==> src/rtl/rkds_pkg.sv <==
// Shared constants and types for the RK4 driven spring step block.
`default_nettype none
package rkds_pkg;

    localparam int FRAC_BITS_DEF = 16;
    localparam int WORD_BITS_DEF = 32;
    localparam int IO_BITS       = 32;
    localparam int TICK_BITS     = 16;
    localparam int CFG_IDX_BITS  = 3;

    // step constants: dt, half step, step over six
    localparam int NUM_LANES = 3;
    localparam int LANE_DIVISOR [NUM_LANES] = '{1000, 2000, 6000};
    localparam int LANE_BIAS    [NUM_LANES] = '{500, 1000, 3000};
    localparam int REM_BITS     = 14;

    localparam logic [2:0] LAST_STAGE = 3'd4;
    localparam logic [2:0] LAST_OP    = 3'd4;
    localparam logic [2:0] FIRST_DERIV_OP = 3'd2;

    typedef enum logic [CFG_IDX_BITS-1:0] {
        CFG_SPRING_GAIN    = 3'd0,
        CFG_DAMPING_GAIN   = 3'd1,
        CFG_INVERSE_MASS   = 3'd2,
        CFG_START_POSITION = 3'd3,
        CFG_START_VELOCITY = 3'd4
    } cfg_idx_t;

    typedef enum logic [1:0] {
        ST_IDLE,
        ST_ISSUE,
        ST_WAIT,
        ST_FIN
    } state_t;

    typedef enum logic [2:0] {
        OP_ARGX,
        OP_ARGV,
        OP_PULL,
        OP_DRAG,
        OP_DERIV,
        OP_POS,
        OP_VEL
    } op_t;

endpackage
`default_nettype wire

==> src/rtl/rkds_ifs.sv <==
// Valid/ready channel interfaces: step input, result output, config write.
`default_nettype none
interface rkds_in_if;
    logic               valid;
    logic               ready;
    logic               running;
    logic        [15:0] step_ticks;
    logic signed [31:0] drive_pos_start;
    logic signed [31:0] drive_pos_mid;
    logic signed [31:0] drive_pos_end;
    logic signed [31:0] force_start;
    logic signed [31:0] force_mid;
    logic signed [31:0] force_end;

    modport source (output valid, running, step_ticks, drive_pos_start, drive_pos_mid,
                    drive_pos_end, force_start, force_mid, force_end, input ready);
    modport sink   (input valid, running, step_ticks, drive_pos_start, drive_pos_mid,
                    drive_pos_end, force_start, force_mid, force_end, output ready);
endinterface

interface rkds_out_if;
    logic               valid;
    logic               ready;
    logic signed [31:0] position;
    logic signed [31:0] velocity;
    logic signed [31:0] acceleration;

    modport source (output valid, position, velocity, acceleration, input ready);
    modport sink   (input valid, position, velocity, acceleration, output ready);
endinterface

interface rkds_cfg_if;
    logic        valid;
    logic        ready;
    logic [2:0]  index;
    logic [31:0] data;

    modport source (output valid, index, data, input ready);
    modport sink   (input valid, index, data, output ready);
endinterface
`default_nettype wire

==> src/rtl/rk4_driven_spring_step_top.sv <==
// Top level: RK4 step sequencer for a driven, damped spring in fixed point.
// A running word takes 23 serial multiplies; a held word takes none and goes
// straight from acceptance to the output registers.
// Throughput: one word at a time, set by the single shared bit-serial multiplier.
// Reset: position, velocity, their start registers and acceleration clear;
// gains reset to one, damping to zero. No clearing pass.
`default_nettype none
module rk4_driven_spring_step_top #(
    parameter int FRAC_BITS = rkds_pkg::FRAC_BITS_DEF,
    parameter int WORD_BITS = rkds_pkg::WORD_BITS_DEF
) (
    input wire logic clk,
    input wire logic rst_n,
    rkds_in_if.sink    step_in,
    rkds_out_if.source step_out,
    rkds_cfg_if.sink   cfg
);
    import rkds_pkg::*;

    localparam int W  = WORD_BITS;
    localparam int BW = WORD_BITS + 3;
    localparam int IW = (W > IO_BITS) ? W : IO_BITS;
    localparam logic signed [W-1:0] ONE = W'(1) <<< FRAC_BITS;

    function automatic logic signed [W-1:0] from_io(input logic signed [IO_BITS-1:0] v);
        logic signed [IW-1:0] e;
        logic [IW-W:0]        hi;
        e  = IW'(v);
        hi = e[IW-1:W-1];
        if ((&hi) || !(|hi))
            return signed'(e[W-1:0]);
        return e[IW-1] ? signed'({1'b1, {(W-1){1'b0}}}) : signed'({1'b0, {(W-1){1'b1}}});
    endfunction

    function automatic logic signed [IO_BITS-1:0] to_io(input logic signed [W-1:0] v);
        logic signed [IW-1:0] e;
        logic [IW-IO_BITS:0]  hi;
        e  = IW'(v);
        hi = e[IW-1:IO_BITS-1];
        if ((&hi) || !(|hi))
            return signed'(e[IO_BITS-1:0]);
        return e[IW-1] ? 32'sh8000_0000 : 32'sh7FFF_FFFF;
    endfunction

    function automatic logic signed [W-1:0] sat1(input logic signed [W:0] v);
        if (v[W] != v[W-1])
            return v[W] ? signed'({1'b1, {(W-1){1'b0}}}) : signed'({1'b0, {(W-1){1'b1}}});
        return signed'(v[W-1:0]);
    endfunction

    state_t state_reg, state_next;
    logic [2:0] stage_reg, op_reg;
    logic       out_valid_reg;
    logic       in_accept, out_load, mul_start, mul_done, last_op;
    op_t        op;

    logic signed [W-1:0] spring_gain_reg, damping_gain_reg, inverse_mass_reg;
    logic signed [W-1:0] start_pos_reg, start_vel_reg;
    logic signed [W-1:0] pos_reg, vel_reg, acc_reg;
    logic signed [W-1:0] tx_reg, tv_reg, kv_reg, pull_reg;
    logic signed [W:0]   diff_reg;
    logic signed [BW-1:0] sumx_reg, sumv_reg;
    logic signed [W-1:0] w_reg [3];
    logic signed [W-1:0] h_reg [3];
    logic signed [IO_BITS-1:0] pos_out_reg, vel_out_reg, acc_out_reg;

    logic signed [W-1:0]  dt, hdt, dt6, coef, w_sel, h_sel, mul_res;
    logic signed [W-1:0]  mul_a, new_tx, new_tv;
    logic signed [BW-1:0] mul_b;
    logic [1:0]           sample_sel;
    logic                 weight2;

    assign in_accept = step_in.valid && step_in.ready;
    assign last_op   = (stage_reg == LAST_STAGE) && (op_reg == LAST_OP);

    always_comb
    begin
        state_next = state_reg;
        case (state_reg)
            ST_IDLE:  if (in_accept) state_next = step_in.running ? ST_ISSUE : ST_FIN;
            ST_ISSUE: state_next = ST_WAIT;
            ST_WAIT:  if (mul_done) state_next = last_op ? ST_FIN : ST_ISSUE;
            ST_FIN:   if (!out_valid_reg || step_out.ready) state_next = ST_IDLE;
            default:  state_next = ST_IDLE;
        endcase
    end

    always_comb
    begin
        step_in.ready = 1'b0;
        mul_start     = 1'b0;
        out_load      = 1'b0;
        case (state_reg)
            ST_IDLE:  step_in.ready = 1'b1;
            ST_ISSUE: mul_start = 1'b1;
            ST_WAIT:  ;
            ST_FIN:   out_load = !out_valid_reg || step_out.ready;
            default:  ;
        endcase
    end

    // op decode: stage 0 runs only the derivative, stage 4 updates then recomputes acc
    always_comb
    begin
        case (op_reg)
            3'd0:    op = (stage_reg == LAST_STAGE) ? OP_POS : OP_ARGX;
            3'd1:    op = (stage_reg == LAST_STAGE) ? OP_VEL : OP_ARGV;
            3'd2:    op = OP_PULL;
            3'd3:    op = OP_DRAG;
            default: op = OP_DERIV;
        endcase
        case (stage_reg)
            3'd1, 3'd2: sample_sel = 2'd1;
            3'd3:       sample_sel = 2'd2;
            default:    sample_sel = 2'd0;
        endcase
        weight2 = (stage_reg == 3'd1) || (stage_reg == 3'd2);
        coef    = (stage_reg == 3'd3) ? dt : hdt;
        w_sel   = w_reg[sample_sel];
        h_sel   = h_reg[sample_sel];
    end

    always_comb
    begin
        case (op)
            OP_ARGX:  begin mul_a = coef;             mul_b = BW'(tv_reg); end
            OP_ARGV:  begin mul_a = coef;             mul_b = BW'(kv_reg); end
            OP_PULL:  begin mul_a = spring_gain_reg;  mul_b = BW'(w_sel) - BW'(tx_reg); end
            OP_DRAG:  begin mul_a = damping_gain_reg; mul_b = BW'(tv_reg); end
            OP_DERIV: begin mul_a = inverse_mass_reg; mul_b = BW'(diff_reg) + BW'(h_sel); end
            OP_POS:   begin mul_a = dt6;              mul_b = sumx_reg; end
            OP_VEL:   begin mul_a = dt6;              mul_b = sumv_reg; end
            default:  begin mul_a = '0;               mul_b = '0; end
        endcase
    end

    assign new_tx = sat1((W+1)'(pos_reg) + (W+1)'(mul_res));
    assign new_tv = sat1((W+1)'(vel_reg) + (W+1)'(mul_res));

    rkds_mul #(.WORD_BITS(WORD_BITS), .FRAC_BITS(FRAC_BITS)) u_mul (
        .clk    (clk),
        .rst_n  (rst_n),
        .start  (mul_start),
        .a      (mul_a),
        .b      (mul_b),
        .done   (mul_done),
        .result (mul_res)
    );

    // started at accept; finishes well before the first stage that needs it
    rkds_tdiv #(.WORD_BITS(WORD_BITS), .FRAC_BITS(FRAC_BITS)) u_tdiv (
        .clk   (clk),
        .rst_n (rst_n),
        .start (in_accept),
        .ticks (step_in.step_ticks),
        .dt    (dt),
        .hdt   (hdt),
        .dt6   (dt6)
    );

    always_ff @(posedge clk or negedge rst_n)
    begin
        if (!rst_n)
        begin
            state_reg        <= ST_IDLE;
            stage_reg        <= '0;
            op_reg           <= '0;
            out_valid_reg    <= 1'b0;
            spring_gain_reg  <= ONE;
            damping_gain_reg <= '0;
            inverse_mass_reg <= ONE;
            start_pos_reg    <= '0;
            start_vel_reg    <= '0;
            pos_reg          <= '0;
            vel_reg          <= '0;
            acc_reg          <= '0;
        end
        else
        begin
            state_reg <= state_next;
            if (out_load)
                out_valid_reg <= 1'b1;
            else if (step_out.ready)
                out_valid_reg <= 1'b0;

            if (in_accept)
            begin
                stage_reg <= '0;
                op_reg    <= FIRST_DERIV_OP;
            end
            else if ((state_reg == ST_WAIT) && mul_done)
            begin
                if (op_reg == LAST_OP)
                begin
                    stage_reg <= stage_reg + 3'd1;
                    op_reg    <= '0;
                end
                else
                begin
                    op_reg <= op_reg + 3'd1;
                end
            end

            if ((state_reg == ST_WAIT) && mul_done)
            begin
                if (op == OP_POS)
                    pos_reg <= new_tx;
                if (op == OP_VEL)
                    vel_reg <= new_tv;
                if ((op == OP_DERIV) && (stage_reg == LAST_STAGE))
                    acc_reg <= mul_res;
            end

            if (cfg.valid)
            begin
                case (cfg.index)
                    CFG_SPRING_GAIN:    spring_gain_reg  <= from_io(cfg.data);
                    CFG_DAMPING_GAIN:   damping_gain_reg <= from_io(cfg.data);
                    CFG_INVERSE_MASS:   inverse_mass_reg <= from_io(cfg.data);
                    CFG_START_POSITION:
                    begin
                        start_pos_reg <= from_io(cfg.data);
                        pos_reg       <= from_io(cfg.data);
                    end
                    CFG_START_VELOCITY:
                    begin
                        start_vel_reg <= from_io(cfg.data);
                        vel_reg       <= from_io(cfg.data);
                    end
                    default: ;
                endcase
            end
        end
    end

    always_ff @(posedge clk)
    begin
        if (in_accept)
        begin
            w_reg[0] <= from_io(step_in.drive_pos_start);
            w_reg[1] <= from_io(step_in.drive_pos_mid);
            w_reg[2] <= from_io(step_in.drive_pos_end);
            h_reg[0] <= from_io(step_in.force_start);
            h_reg[1] <= from_io(step_in.force_mid);
            h_reg[2] <= from_io(step_in.force_end);
            tx_reg   <= pos_reg;
            tv_reg   <= vel_reg;
            sumx_reg <= BW'(vel_reg);
            sumv_reg <= '0;
        end
        else if ((state_reg == ST_WAIT) && mul_done)
        begin
            case (op)
                OP_ARGX: tx_reg <= new_tx;
                OP_ARGV:
                begin
                    tv_reg   <= new_tv;
                    sumx_reg <= sumx_reg + (weight2 ? (BW'(new_tv) <<< 1) : BW'(new_tv));
                end
                OP_PULL: pull_reg <= mul_res;
                OP_DRAG: diff_reg <= (W+1)'(pull_reg) - (W+1)'(mul_res);
                OP_DERIV:
                begin
                    kv_reg   <= mul_res;
                    sumv_reg <= sumv_reg + (weight2 ? (BW'(mul_res) <<< 1) : BW'(mul_res));
                end
                OP_POS:  tx_reg <= new_tx;
                OP_VEL:  tv_reg <= new_tv;
                default: ;
            endcase
        end
        if (out_load)
        begin
            pos_out_reg <= to_io(pos_reg);
            vel_out_reg <= to_io(vel_reg);
            acc_out_reg <= to_io(acc_reg);
        end
    end

    assign cfg.ready             = 1'b1;
    assign step_out.valid        = out_valid_reg;
    assign step_out.position     = pos_out_reg;
    assign step_out.velocity     = vel_out_reg;
    assign step_out.acceleration = acc_out_reg;

endmodule
`default_nettype wire

==> src/rtl/rkds_mul.sv <==
// Bit-serial signed fixed-point multiplier with floor shift and saturation.
`default_nettype none
module rkds_mul #(
    parameter int WORD_BITS = rkds_pkg::WORD_BITS_DEF,
    parameter int FRAC_BITS = rkds_pkg::FRAC_BITS_DEF
) (
    input  wire logic                        clk,
    input  wire logic                        rst_n,
    input  wire logic                        start,
    input  wire logic signed [WORD_BITS-1:0] a,
    input  wire logic signed [WORD_BITS+2:0] b,
    output logic                             done,
    output logic signed [WORD_BITS-1:0]      result
);
    import rkds_pkg::*;

    localparam int W  = WORD_BITS;
    localparam int BW = WORD_BITS + 3;
    localparam int PW = W + BW;
    localparam int CW = $clog2(BW + 1);
    localparam logic [PW-1:0] MAG_MAX = {{(PW-W+1){1'b0}}, {(W-1){1'b1}}};

    logic          busy_reg, fin_reg, done_reg, neg_reg;
    logic [CW-1:0] cnt_reg;
    logic [W-1:0]  ua_reg;
    logic [PW-1:0] prod_reg;
    logic signed [W-1:0] res_reg;

    logic [W:0]    psum;
    logic [PW-1:0] qmag;
    logic signed [W-1:0] res_next;

    // add-then-shift, LSB of the multiplier first
    assign psum = prod_reg[0] ? ({1'b0, prod_reg[PW-1:BW]} + {1'b0, ua_reg})
                              : {1'b0, prod_reg[PW-1:BW]};

    always_comb
    begin
        qmag = (prod_reg >> FRAC_BITS)
             + PW'(neg_reg && (prod_reg[FRAC_BITS-1:0] != '0));
        if (!neg_reg)
        begin
            res_next = (qmag > MAG_MAX) ? signed'(W'(MAG_MAX)) : signed'(qmag[W-1:0]);
        end
        else
        begin
            res_next = (qmag > MAG_MAX + PW'(1)) ? signed'({1'b1, {(W-1){1'b0}}})
                                                : signed'(W'(-qmag));
        end
    end

    always_ff @(posedge clk or negedge rst_n)
    begin
        if (!rst_n)
        begin
            busy_reg <= 1'b0;
            fin_reg  <= 1'b0;
            done_reg <= 1'b0;
            cnt_reg  <= '0;
        end
        else
        begin
            done_reg <= fin_reg;
            fin_reg  <= 1'b0;
            if (start)
            begin
                busy_reg <= 1'b1;
                cnt_reg  <= CW'(BW);
            end
            else if (busy_reg)
            begin
                cnt_reg <= cnt_reg - CW'(1);
                if (cnt_reg == CW'(1))
                begin
                    busy_reg <= 1'b0;
                    fin_reg  <= 1'b1;
                end
            end
        end
    end

    always_ff @(posedge clk)
    begin
        if (start)
        begin
            neg_reg  <= a[W-1] ^ b[BW-1];
            ua_reg   <= a[W-1] ? W'(-a) : W'(a);
            prod_reg <= {{W{1'b0}}, (b[BW-1] ? BW'(-b) : BW'(b))};
        end
        else if (busy_reg)
        begin
            prod_reg <= {psum, prod_reg[BW-1:1]};
        end
        if (fin_reg)
        begin
            res_reg <= res_next;
        end
    end

    assign done   = done_reg;
    assign result = res_reg;

endmodule
`default_nettype wire

==> src/rtl/rkds_tdiv.sv <==
// Bit-serial division of the tick count by 1000, 2000 and 6000 with rounding.
`default_nettype none
module rkds_tdiv #(
    parameter int WORD_BITS = rkds_pkg::WORD_BITS_DEF,
    parameter int FRAC_BITS = rkds_pkg::FRAC_BITS_DEF
) (
    input  wire logic                        clk,
    input  wire logic                        rst_n,
    input  wire logic                        start,
    input  wire logic [15:0]                 ticks,
    output logic signed [WORD_BITS-1:0]      dt,
    output logic signed [WORD_BITS-1:0]      hdt,
    output logic signed [WORD_BITS-1:0]      dt6
);
    import rkds_pkg::*;

    localparam int W    = WORD_BITS;
    localparam int NUMW = TICK_BITS + FRAC_BITS + 1;
    localparam int CW   = $clog2(NUMW + 1);
    localparam logic [NUMW-1:0] Q_MAX = NUMW'({(W-1){1'b1}});

    logic [CW-1:0] cnt_reg;
    logic          busy_reg;
    logic [NUMW-1:0]     n_reg [NUM_LANES];
    logic [REM_BITS-1:0] r_reg [NUM_LANES];
    logic signed [W-1:0] q_sat [NUM_LANES];

    always_ff @(posedge clk or negedge rst_n)
    begin
        if (!rst_n)
        begin
            busy_reg <= 1'b0;
            cnt_reg  <= '0;
        end
        else if (start)
        begin
            busy_reg <= 1'b1;
            cnt_reg  <= CW'(NUMW);
        end
        else if (busy_reg)
        begin
            cnt_reg <= cnt_reg - CW'(1);
            if (cnt_reg == CW'(1))
            begin
                busy_reg <= 1'b0;
            end
        end
    end

    for (genvar i = 0; i < NUM_LANES; i++)
    begin : g_lane
        localparam logic [REM_BITS-1:0] DIV = REM_BITS'(LANE_DIVISOR[i]);
        logic [REM_BITS-1:0] trial;
        logic                ge;

        assign trial = {r_reg[i][REM_BITS-2:0], n_reg[i][NUMW-1]};
        assign ge    = trial >= DIV;

        // restoring long division; quotient bits shift in behind the dividend
        always_ff @(posedge clk)
        begin
            if (start)
            begin
                n_reg[i] <= ({1'b0, ticks, {FRAC_BITS{1'b0}}}) + NUMW'(LANE_BIAS[i]);
                r_reg[i] <= '0;
            end
            else if (busy_reg)
            begin
                r_reg[i] <= ge ? trial - DIV : trial;
                n_reg[i] <= {n_reg[i][NUMW-2:0], ge};
            end
        end

        assign q_sat[i] = (n_reg[i] > Q_MAX) ? signed'(W'(Q_MAX)) : signed'(W'(n_reg[i]));
    end

    assign dt  = q_sat[0];
    assign hdt = q_sat[1];
    assign dt6 = q_sat[2];

endmodule
`default_nettype wire

==> src/flat_wrapper.sv <==
// flat-port wrapper written by rule: the top's interface ports become plain ports
module rk4_driven_spring_step_top_flat import rkds_pkg::*;
#(
    parameter int FRAC_BITS = rkds_pkg::FRAC_BITS_DEF,
    parameter int WORD_BITS = rkds_pkg::WORD_BITS_DEF
)
  (clk, rst_n, step_in_valid, step_in_running, step_in_step_ticks, step_in_drive_pos_start, step_in_drive_pos_mid, step_in_drive_pos_end, step_in_force_start, step_in_force_mid, step_in_force_end, step_in_ready, step_out_valid, step_out_position, step_out_velocity, step_out_acceleration, step_out_ready, cfg_valid, cfg_index, cfg_data, cfg_ready);
  rkds_in_if step_in_i ();
  rkds_out_if step_out_i ();
  rkds_cfg_if cfg_i ();
  input wire logic clk;
  input wire logic rst_n;
  input wire logic [$bits(step_in_i.valid)-1:0] step_in_valid;
  input wire logic [$bits(step_in_i.running)-1:0] step_in_running;
  input wire logic [$bits(step_in_i.step_ticks)-1:0] step_in_step_ticks;
  input wire logic [$bits(step_in_i.drive_pos_start)-1:0] step_in_drive_pos_start;
  input wire logic [$bits(step_in_i.drive_pos_mid)-1:0] step_in_drive_pos_mid;
  input wire logic [$bits(step_in_i.drive_pos_end)-1:0] step_in_drive_pos_end;
  input wire logic [$bits(step_in_i.force_start)-1:0] step_in_force_start;
  input wire logic [$bits(step_in_i.force_mid)-1:0] step_in_force_mid;
  input wire logic [$bits(step_in_i.force_end)-1:0] step_in_force_end;
  output wire logic [$bits(step_in_i.ready)-1:0] step_in_ready;
  output wire logic [$bits(step_out_i.valid)-1:0] step_out_valid;
  output wire logic [$bits(step_out_i.position)-1:0] step_out_position;
  output wire logic [$bits(step_out_i.velocity)-1:0] step_out_velocity;
  output wire logic [$bits(step_out_i.acceleration)-1:0] step_out_acceleration;
  input wire logic [$bits(step_out_i.ready)-1:0] step_out_ready;
  input wire logic [$bits(cfg_i.valid)-1:0] cfg_valid;
  input wire logic [$bits(cfg_i.index)-1:0] cfg_index;
  input wire logic [$bits(cfg_i.data)-1:0] cfg_data;
  output wire logic [$bits(cfg_i.ready)-1:0] cfg_ready;
  assign step_in_i.valid = step_in_valid;
  assign step_in_i.running = step_in_running;
  assign step_in_i.step_ticks = step_in_step_ticks;
  assign step_in_i.drive_pos_start = step_in_drive_pos_start;
  assign step_in_i.drive_pos_mid = step_in_drive_pos_mid;
  assign step_in_i.drive_pos_end = step_in_drive_pos_end;
  assign step_in_i.force_start = step_in_force_start;
  assign step_in_i.force_mid = step_in_force_mid;
  assign step_in_i.force_end = step_in_force_end;
  assign step_in_ready = step_in_i.ready;
  assign step_out_valid = step_out_i.valid;
  assign step_out_position = step_out_i.position;
  assign step_out_velocity = step_out_i.velocity;
  assign step_out_acceleration = step_out_i.acceleration;
  assign step_out_i.ready = step_out_ready;
  assign cfg_i.valid = cfg_valid;
  assign cfg_i.index = cfg_index;
  assign cfg_i.data = cfg_data;
  assign cfg_ready = cfg_i.ready;
  rk4_driven_spring_step_top #(.FRAC_BITS(FRAC_BITS), .WORD_BITS(WORD_BITS)) u_core (.clk(clk), .rst_n(rst_n), .step_in(step_in_i), .step_out(step_out_i), .cfg(cfg_i));
endmodule
==> config.mk <==
export PLATFORM = sky130hd
export DESIGN_NAME = rk4_driven_spring_step_top_flat
export DESIGN_NICKNAME = d
export VERILOG_FILES = /design/src/rtl/rkds_pkg.sv /design/src/rtl/rkds_ifs.sv /design/src/rtl/rk4_driven_spring_step_top.sv /design/src/rtl/rkds_mul.sv /design/src/rtl/rkds_tdiv.sv /design/src/flat_wrapper.sv
export SDC_FILE = /design/constraint.sdc
export NUM_CORES = 2
export LEC_CHECK = 0
export ABC_CLOCK_PERIOD_IN_PS = 21800
export BUFFER_PORTS_ARGS = -buffer_cell sky130_fd_sc_hd__buf_2
export CORE_MARGIN = 2
export CORE_UTILIZATION = 60
export DETAILED_ROUTE_END_ITERATION = 12
export PLACE_DENSITY = 0.82
export SLEW_MARGIN = 20
export SYNTH_ARGS = -nofsm -noshare
export SYNTH_HDL_FRONTEND = slang
export SYNTH_SLANG_ARGS = --single-unit
==> constraint.sdc <==
create_clock -name clk -period 21.8 [get_ports clk]
set_input_delay 0 -clock clk [delete_from_list [all_inputs] [get_ports clk]]
set_output_delay 0 -clock clk [all_outputs]
set_load 0.05 [all_outputs]
* Yosys cells after proc, flatten, opt, wreduce, memory -nomap -nowiden *
Memory sizes are Yosys's and may differ from the RTL's.
Index checks and enable logic that the tools add are counted.

storage, ports and cells
  register bits after elaboration = 676
  latch bits = 0
  memory bits (writable) = 333
  bits in read-only memories = 0
  input bits = 249
  output and inout port bits = 99
  memories kept = 4

memories
  memory               depth  width  rd ports  clocked after Yosys merged registers in  wr ports  line                              source
  u_core.u_tdiv.n_reg  3      33     3         0                                        3         rkds_tdiv.sv:24                   logic [NUMW-1:0] n_reg [NUM_LANES];
  u_core.h_reg         3      32     1         0                                        3         rk4_driven_spring_step_top.sv:64  logic signed [W-1:0] h_reg [3];
  u_core.w_reg         3      32     1         0                                        3         rk4_driven_spring_step_top.sv:63  logic signed [W-1:0] w_reg [3];
  u_core.u_tdiv.r_reg  3      14     3         0                                        3         rkds_tdiv.sv:25                   logic [REM_BITS-1:0] r_reg [NUM_LANES];

operators by class
  add/sub/neg operators = 22
  multiply operators = 0
  div/mod/pow operators = 0
  magnitude comparators = 8
  equal/unequal tests = 28
  shift operators = 0
  multiplexer cells = 131
  bitwise operators = 8
  reduce and logical (&&, ||, !) cells = 40

operator list
  operator                  number
  $mux W32                  59
  $mux W35                  6
  $pmux W35 S6              1
  $pmux W32 S5              1
  $mux W33                  4
  $add A32 B32 Y33          3
  $gt A33 B31 Y1 const B    3
  $mux W14                  6
  $add A35 B33 Y35          2
  $sub A32 B32 Y33          2
  $neg A32 Y32              2
  $add A51 B1 Y52           1
  $gt A52 B31 Y1 const B    1
  $gt A52 B32 Y1 const B    1
  $neg A35 Y35              1
  $add A33 B32 Y34          1
  $add A32 B10 Y33 const B  1
  $add A32 B12 Y33 const B  1
  $add A32 B9 Y33 const B   1
  $mux W1                   33
  $mux W31                  1
  $eq A3 B2 Y1 const B      8
  $mux W3                   8
  $mux W6                   4
  33 further kinds          86

* Depth between registers and ports, before layout *
  word-level depth = 9
  depth in mapped cells = 33
  gate-level depth less buffers = 32

* Hierarchy *
Synthesis repeated with hierarchy kept, for this count alone.

second synthesis, totals
  cell total of the unflattened synthesis = 5,694
  area, all modules = 58,671.3 um2

by module, submodules not included
  module                      instances  cells an instance  area an instance (um2)  sequential area each (um2)
  rk4_driven_spring_step_top  1          3,853              40,921.7                20,266.9
  rkds_mul                    1          1,229              10,894.2                3,868.7
  rkds_tdiv                   1          612                6,855.3                 4,319.1

* Worst setup path before layout *
Ideal clock, no wire load.

  kind = flip-flop to flip-flop
  start point = register u_core.state_reg[0]
  end point = memory u_core.h_reg[0][0] (netlist name), enable pin
  library setup time = 0.631 ns
  arrival time = 6.415 ns
  path slack = 14.753 ns
  stages on the path, launching flop included = 7
  clock period less this slack = 7.047 ns
  cells stage by stage = dfrtp_1 clkbuf_1 inv_1 nand3_1 inv_1 clkbuf_1 clkbuf_1

RTL lines
  item                    line                               source
  from (decl)             rk4_driven_spring_step_top.sv:51   state_t state_reg, state_next;
  from (signal assigned)  rk4_driven_spring_step_top.sv:180  state_reg <= state_next;
  to (decl)               rk4_driven_spring_step_top.sv:64

* Final worst setup path *
  start point = register u_core.u_mul.res_reg[0] (netlist: u_core.u_mul.result[0])
  end point = register u_core.sumx_reg[33], data pin

between the ends
  word-level cells in the longest chain between the ends = 9
  elaborated cells between the ends (all ways) = 11

ends and longest elaborated chain
  item                                             line                                                                source
  from (decl)                                      rkds_mul.sv:27                                                      logic signed [W-1:0] res_reg;
  from (signal assigned)                           rkds_mul.sv:96                                                      res_reg <= res_next;
  $add A32 B32 Y33 *                               rk4_driven_spring_step_top.sv:138                                   assign new_tv = sat1((W+1)'(vel_reg) + (W+1)'(mul_res));
  $mux W32 / $ne A1 B1 Y1 (equally long branches)  rk4_driven_spring_step_top.sv:47, rk4_driven_spring_step_top.sv:46
  $mux W32 / $mux W1 (equally long branches)       rk4_driven_spring_step_top.sv:46                                    if (v[W] != v[W-1])
  $mux W32 *                                       rk4_driven_spring_step_top.sv:48                                    return signed'(v[W-1:0]);
  $mux W32                                         rk4_driven_spring_step_top.sv:258                                   sumx_reg <= sumx_reg + (weight2 ? (BW'(new_tv) <<< 1) : BW'(new_tv));
  $add A35 B33 Y35 *                               rk4_driven_spring_step_top.sv:258
  $mux W35 *                                       rk4_driven_spring_step_top.sv:253                                   case (op)
  $mux W35 *                                       rk4_driven_spring_step_top.sv:251                                   else if ((state_reg == ST_WAIT) && mul_done)
  $mux W35 *                                       rk4_driven_spring_step_top.sv:238                                   if (in_accept)
  to (signal assigned)                             rk4_driven_spring_step_top.sv:248                                   sumx_reg <= BW'(vel_reg);
  to (signal assigned)                             rk4_driven_spring_step_top.sv:258
  to (decl)                                        rk4_driven_spring_step_top.sv:62                                    logic signed [BW-1:0] sumx_reg, sumv_reg;

Mark *: on every way between the ends. The rest lies on a longest branch, timed or not. The select of a mux whose other input is x is not followed.
A chain may end at the register's enable or synchronous reset.

==> metrics <==
outcome=finished clean; setup TNS=0 ps; final wirelength=220000 um; crit path buf inv count=2; # resized after CTS=0; crit path kind=reg -> reg; Synth area leader=edfxtp_1; Max VDD drop=0.121 mV; Worst path most repeated cell=o21ai_0; Async SR Flop Fraction=between 20% and 30%; CP Depth=29; Slew Viols, Final=0; TritonCTS Buffers=106; cell count after placement=between 7000 and 8000; Synth cell types=102; wire per inst=~28 um; fin crit share=44.4%; Hold Startpoint=step_in_drive_pos_mid[20]; I/O Buffers=346; RSZ-0062 raised after global routing=no; Worst Path Arrival=10110 ps; relative slew slack=15.4%; vias in the first global route=49463; largest net degree at the start of global routing=153; CP startpoint=u_core.u_mul.result[0]; Vias/cell=just under 7; Clock Tree Root=clkbuf_16; Worst-Margin Slew=1260 ps; Mapped Area=58400 sq um; Die W=about 320 um; Final Hold Viols=0; worst-case clock skew=66.8 ps; Final ANT Viol Nets=0; DRT iter0 DRCs=8455; PnR worst setup slack=12130 ps; wire length on met2=91200 um; Final Non-Filler Cells=7830; Most used DFF post-synth=edfxtp_1; Setup Viol. Count Final=0; Reg power frac=33.1%; layout cell share with drive strength beyond 1=12.5%; Ys Warns=0; DP Wirelength=146000 um; cts hold-fix bufs=393; Num Clock Sinks=1006; sequential fraction of the synthesis area=between 40 and 50%; Mapped Avg Cell Area=10.1 sq um; Clk pwr share=~20%; Post-Route M1 WL=~80000 um; Post-synth EDFFs=722; total leakage power=approximately 28 nW; power per cell area=143 nW/um^2; r2r setup slk=12130 ps; Setup Buffers After CTS=0; Psw=4.33 mW; max incr delay on CP=840 ps; delay-heaviest family, CP=compound AO/OA/AOI/OAI gates; chip height=between 300 and 400 um; Post-Synthesis Net Count=~6300; FP Rows=around 110; via count=52675; CTS max path bufs=3; synth top area cells=edfxtp_1, dfrtp_1, ha_1; FF-to-FF End=u_core.sumx_reg[33]; gp weighted congestion=1.05; clock-pin slew of the registers on the worst-case setup and hold paths=approximately 70 ps; Comb pwr share=46.9%; fin nets=6993; Net Sw Frac=43.7%; min cycle time layout=9670 ps; Peak Freq=just over 0.1 GHz; Design Power=9.89 mW; core footprint=96600 sq um; initial core utilization=60.5%; crit start category=flip-flop; CP required=between 20000 and 25000 ps; uppermost layer routed=met5; global-route wire length before repair=320000 um; internal cell power=5.57 mW; initial antenna violation count=23; dpl ws=12550 ps; DRC=0; share of the synthesized area in the top cell type=37.1%; number of synthesized register bits=about 1000; FF-to-FF Start=u_core.u_mul.result[0]; Slowest cell on crit path=clkinv_1; CTS tree=done; max-cap viol count=0; Crit. End Element=flip-flop; total grt overflow=0; r2r worst-path depth=29; # IOs=348; Hold Crit Class=in -> reg; htree depth=3; Worst-Skew Late Latency=730 ps; GRT Total Usage=43.2%; max reg flops=99; DR pass1 iterations=10; area growth from synthesis to final layout=18.4%; worst-path maximum fanout=25; end point of the critical path=u_core.sumx_reg[33]; Die Footprint=99900 sq um; Post-Synthesis Cells=5796; WL met3=roughly 31000 um
-- worst min-delay path by stage --
stage          cells after the start                  end  slack, ps
5_1_grt                            2  u_core.w_reg[1][20]         10
3_3_place_gp                       1   u_core.acc_reg[27]         70
2_1_floorplan                      0    u_core.acc_reg[0]       -300
6_report                           2  u_core.w_reg[1][20]          4
3_5_place_dp                       1   u_core.vel_reg[19]         80
4_1_cts                            2   u_core.h_reg[0][8]       0.03
-- layout make-up --
type | instances | area, sq um
Timing Repair Buffer | 825 | 6360
Inverter | 194 | 736
Tap cell | 1276 | 1600
Sequential cell | 1006 | 28500
Fill cell | 6719 | 27400
Multi-Input combinational cell | 4315 | 28200
Clock inverter | 48 | 639
Clock buffer | 154 | 3130
Antenna cell | 12 | 30.0
-- Yosys cell counts (14+ instances only) --
master	n
a22oi_1	19
buf_2	21
o211ai_1	28
o21a_1	56
nor2b_1	45
nor2_1	406
o31ai_1	25
buf_1	33
o41ai_1	18
nand4_1	35
a21oi_1	495
a222oi_1	30
a21o_1	108
dfrtp_1	215
a221oi_1	20
a211oi_1	44
or2_2	26
ha_1	288
and4_1	15
nand2_1	696
xor2_1	136
a221o_1	16
o22ai_1	25
dfxtp_1	67
mux2i_1	130
nor3_1	96
clkbuf_1	216
o21ai_0	433
inv_1	191
o221ai_1	19
edfxtp_1	722
a31oi_1	69
a21boi_0	14
mux2_2	124
xnor2_1	190
nor4_1	29
or3_1	28
and2_1	33
o21bai_1	30
o22a_1	24
nand2b_1	67
nor4b_1	19
and3_1	132
nand3_1	143
-- cells in the final DEF (no fill, tap or decap), types with 21 or more instances in the layout --
cell,n
ha_1,287
dfrtp_1,213
or2_2,25
o31ai_1,25
a21oi_1,495
and2_1,32
clkbuf_8,23
nand4_1,35
and3_1,132
edfxtp_1,722
a222oi_1,30
a31oi_1,69
clkbuf_1,21
nor2b_1,44
o22a_1,24
buf_4,83
dfxtp_1,67
o21bai_1,30
a21o_1,108
nor4_1,29
nand3_1,142
or3_1,28
dlygate4sd3_1,392
clkbuf_16,109
nand2b_1,67
nor3_1,96
o21ai_0,431
buf_2,346
mux2_2,124
mux2i_1,130
a211oi_1,43
xor2_1,136
o22ai_1,25
nor2_1,399
o21a_1,55
nand2_1,695
inv_1,189
o211ai_1,28
xnor2_1,190
-- power by group through the flow --
stage               Sequential [mW]  Clock [mW]  Combinational (mW)
finish                         3.27        1.98                4.64
global route                   3.30        2.04                4.97
CTS                            3.22        1.94                4.41
detailed placement             3.24           0                4.32
global placement               3.22           0                4.24
floorplan                      3.18           0                3.07
-- per-stage QoR --
step | util, % | hold WS, ps | area, sq um
detailed placement | 63.6 | 83.2 | 61400
CTS | 71.6 | 0.0349 | 69100
floorplan | - | -296 | 58400
global route | 71.6 | 10.8 | 69100
global placement | 63.6 | 69.0 | 61400
finish | 71.6 | 4.49 | 69100
-- metal layers --
| metal | track usage, % | vias up |
|---|---|---|
| li1 | - | 22749 |
| met1 | 56.7 | 25112 |
| met2 | 62.1 | 3978 |
| met3 | 13.5 | 822 |
| met4 | 28.1 | 14 |
| met5 | 0 | - |
-- cells by family after synthesis --
| kind of cell | after synthesis | synth area share, % |
|---|---|---|
| compound gates | 1595 | 17.1 |
| xor+xnor | 326 | 4.89 |
| fa+ha+maj | 302 | 6.55 |
| buf+inv | 475 | 3.18 |
| flops | 1006 | 48.7 |
| mux | 255 | 4.64 |
| other cells | 1 | 0.00642 |
| simple gates | 1836 | 15.0 |
Power figures use the tool's default switching activity.
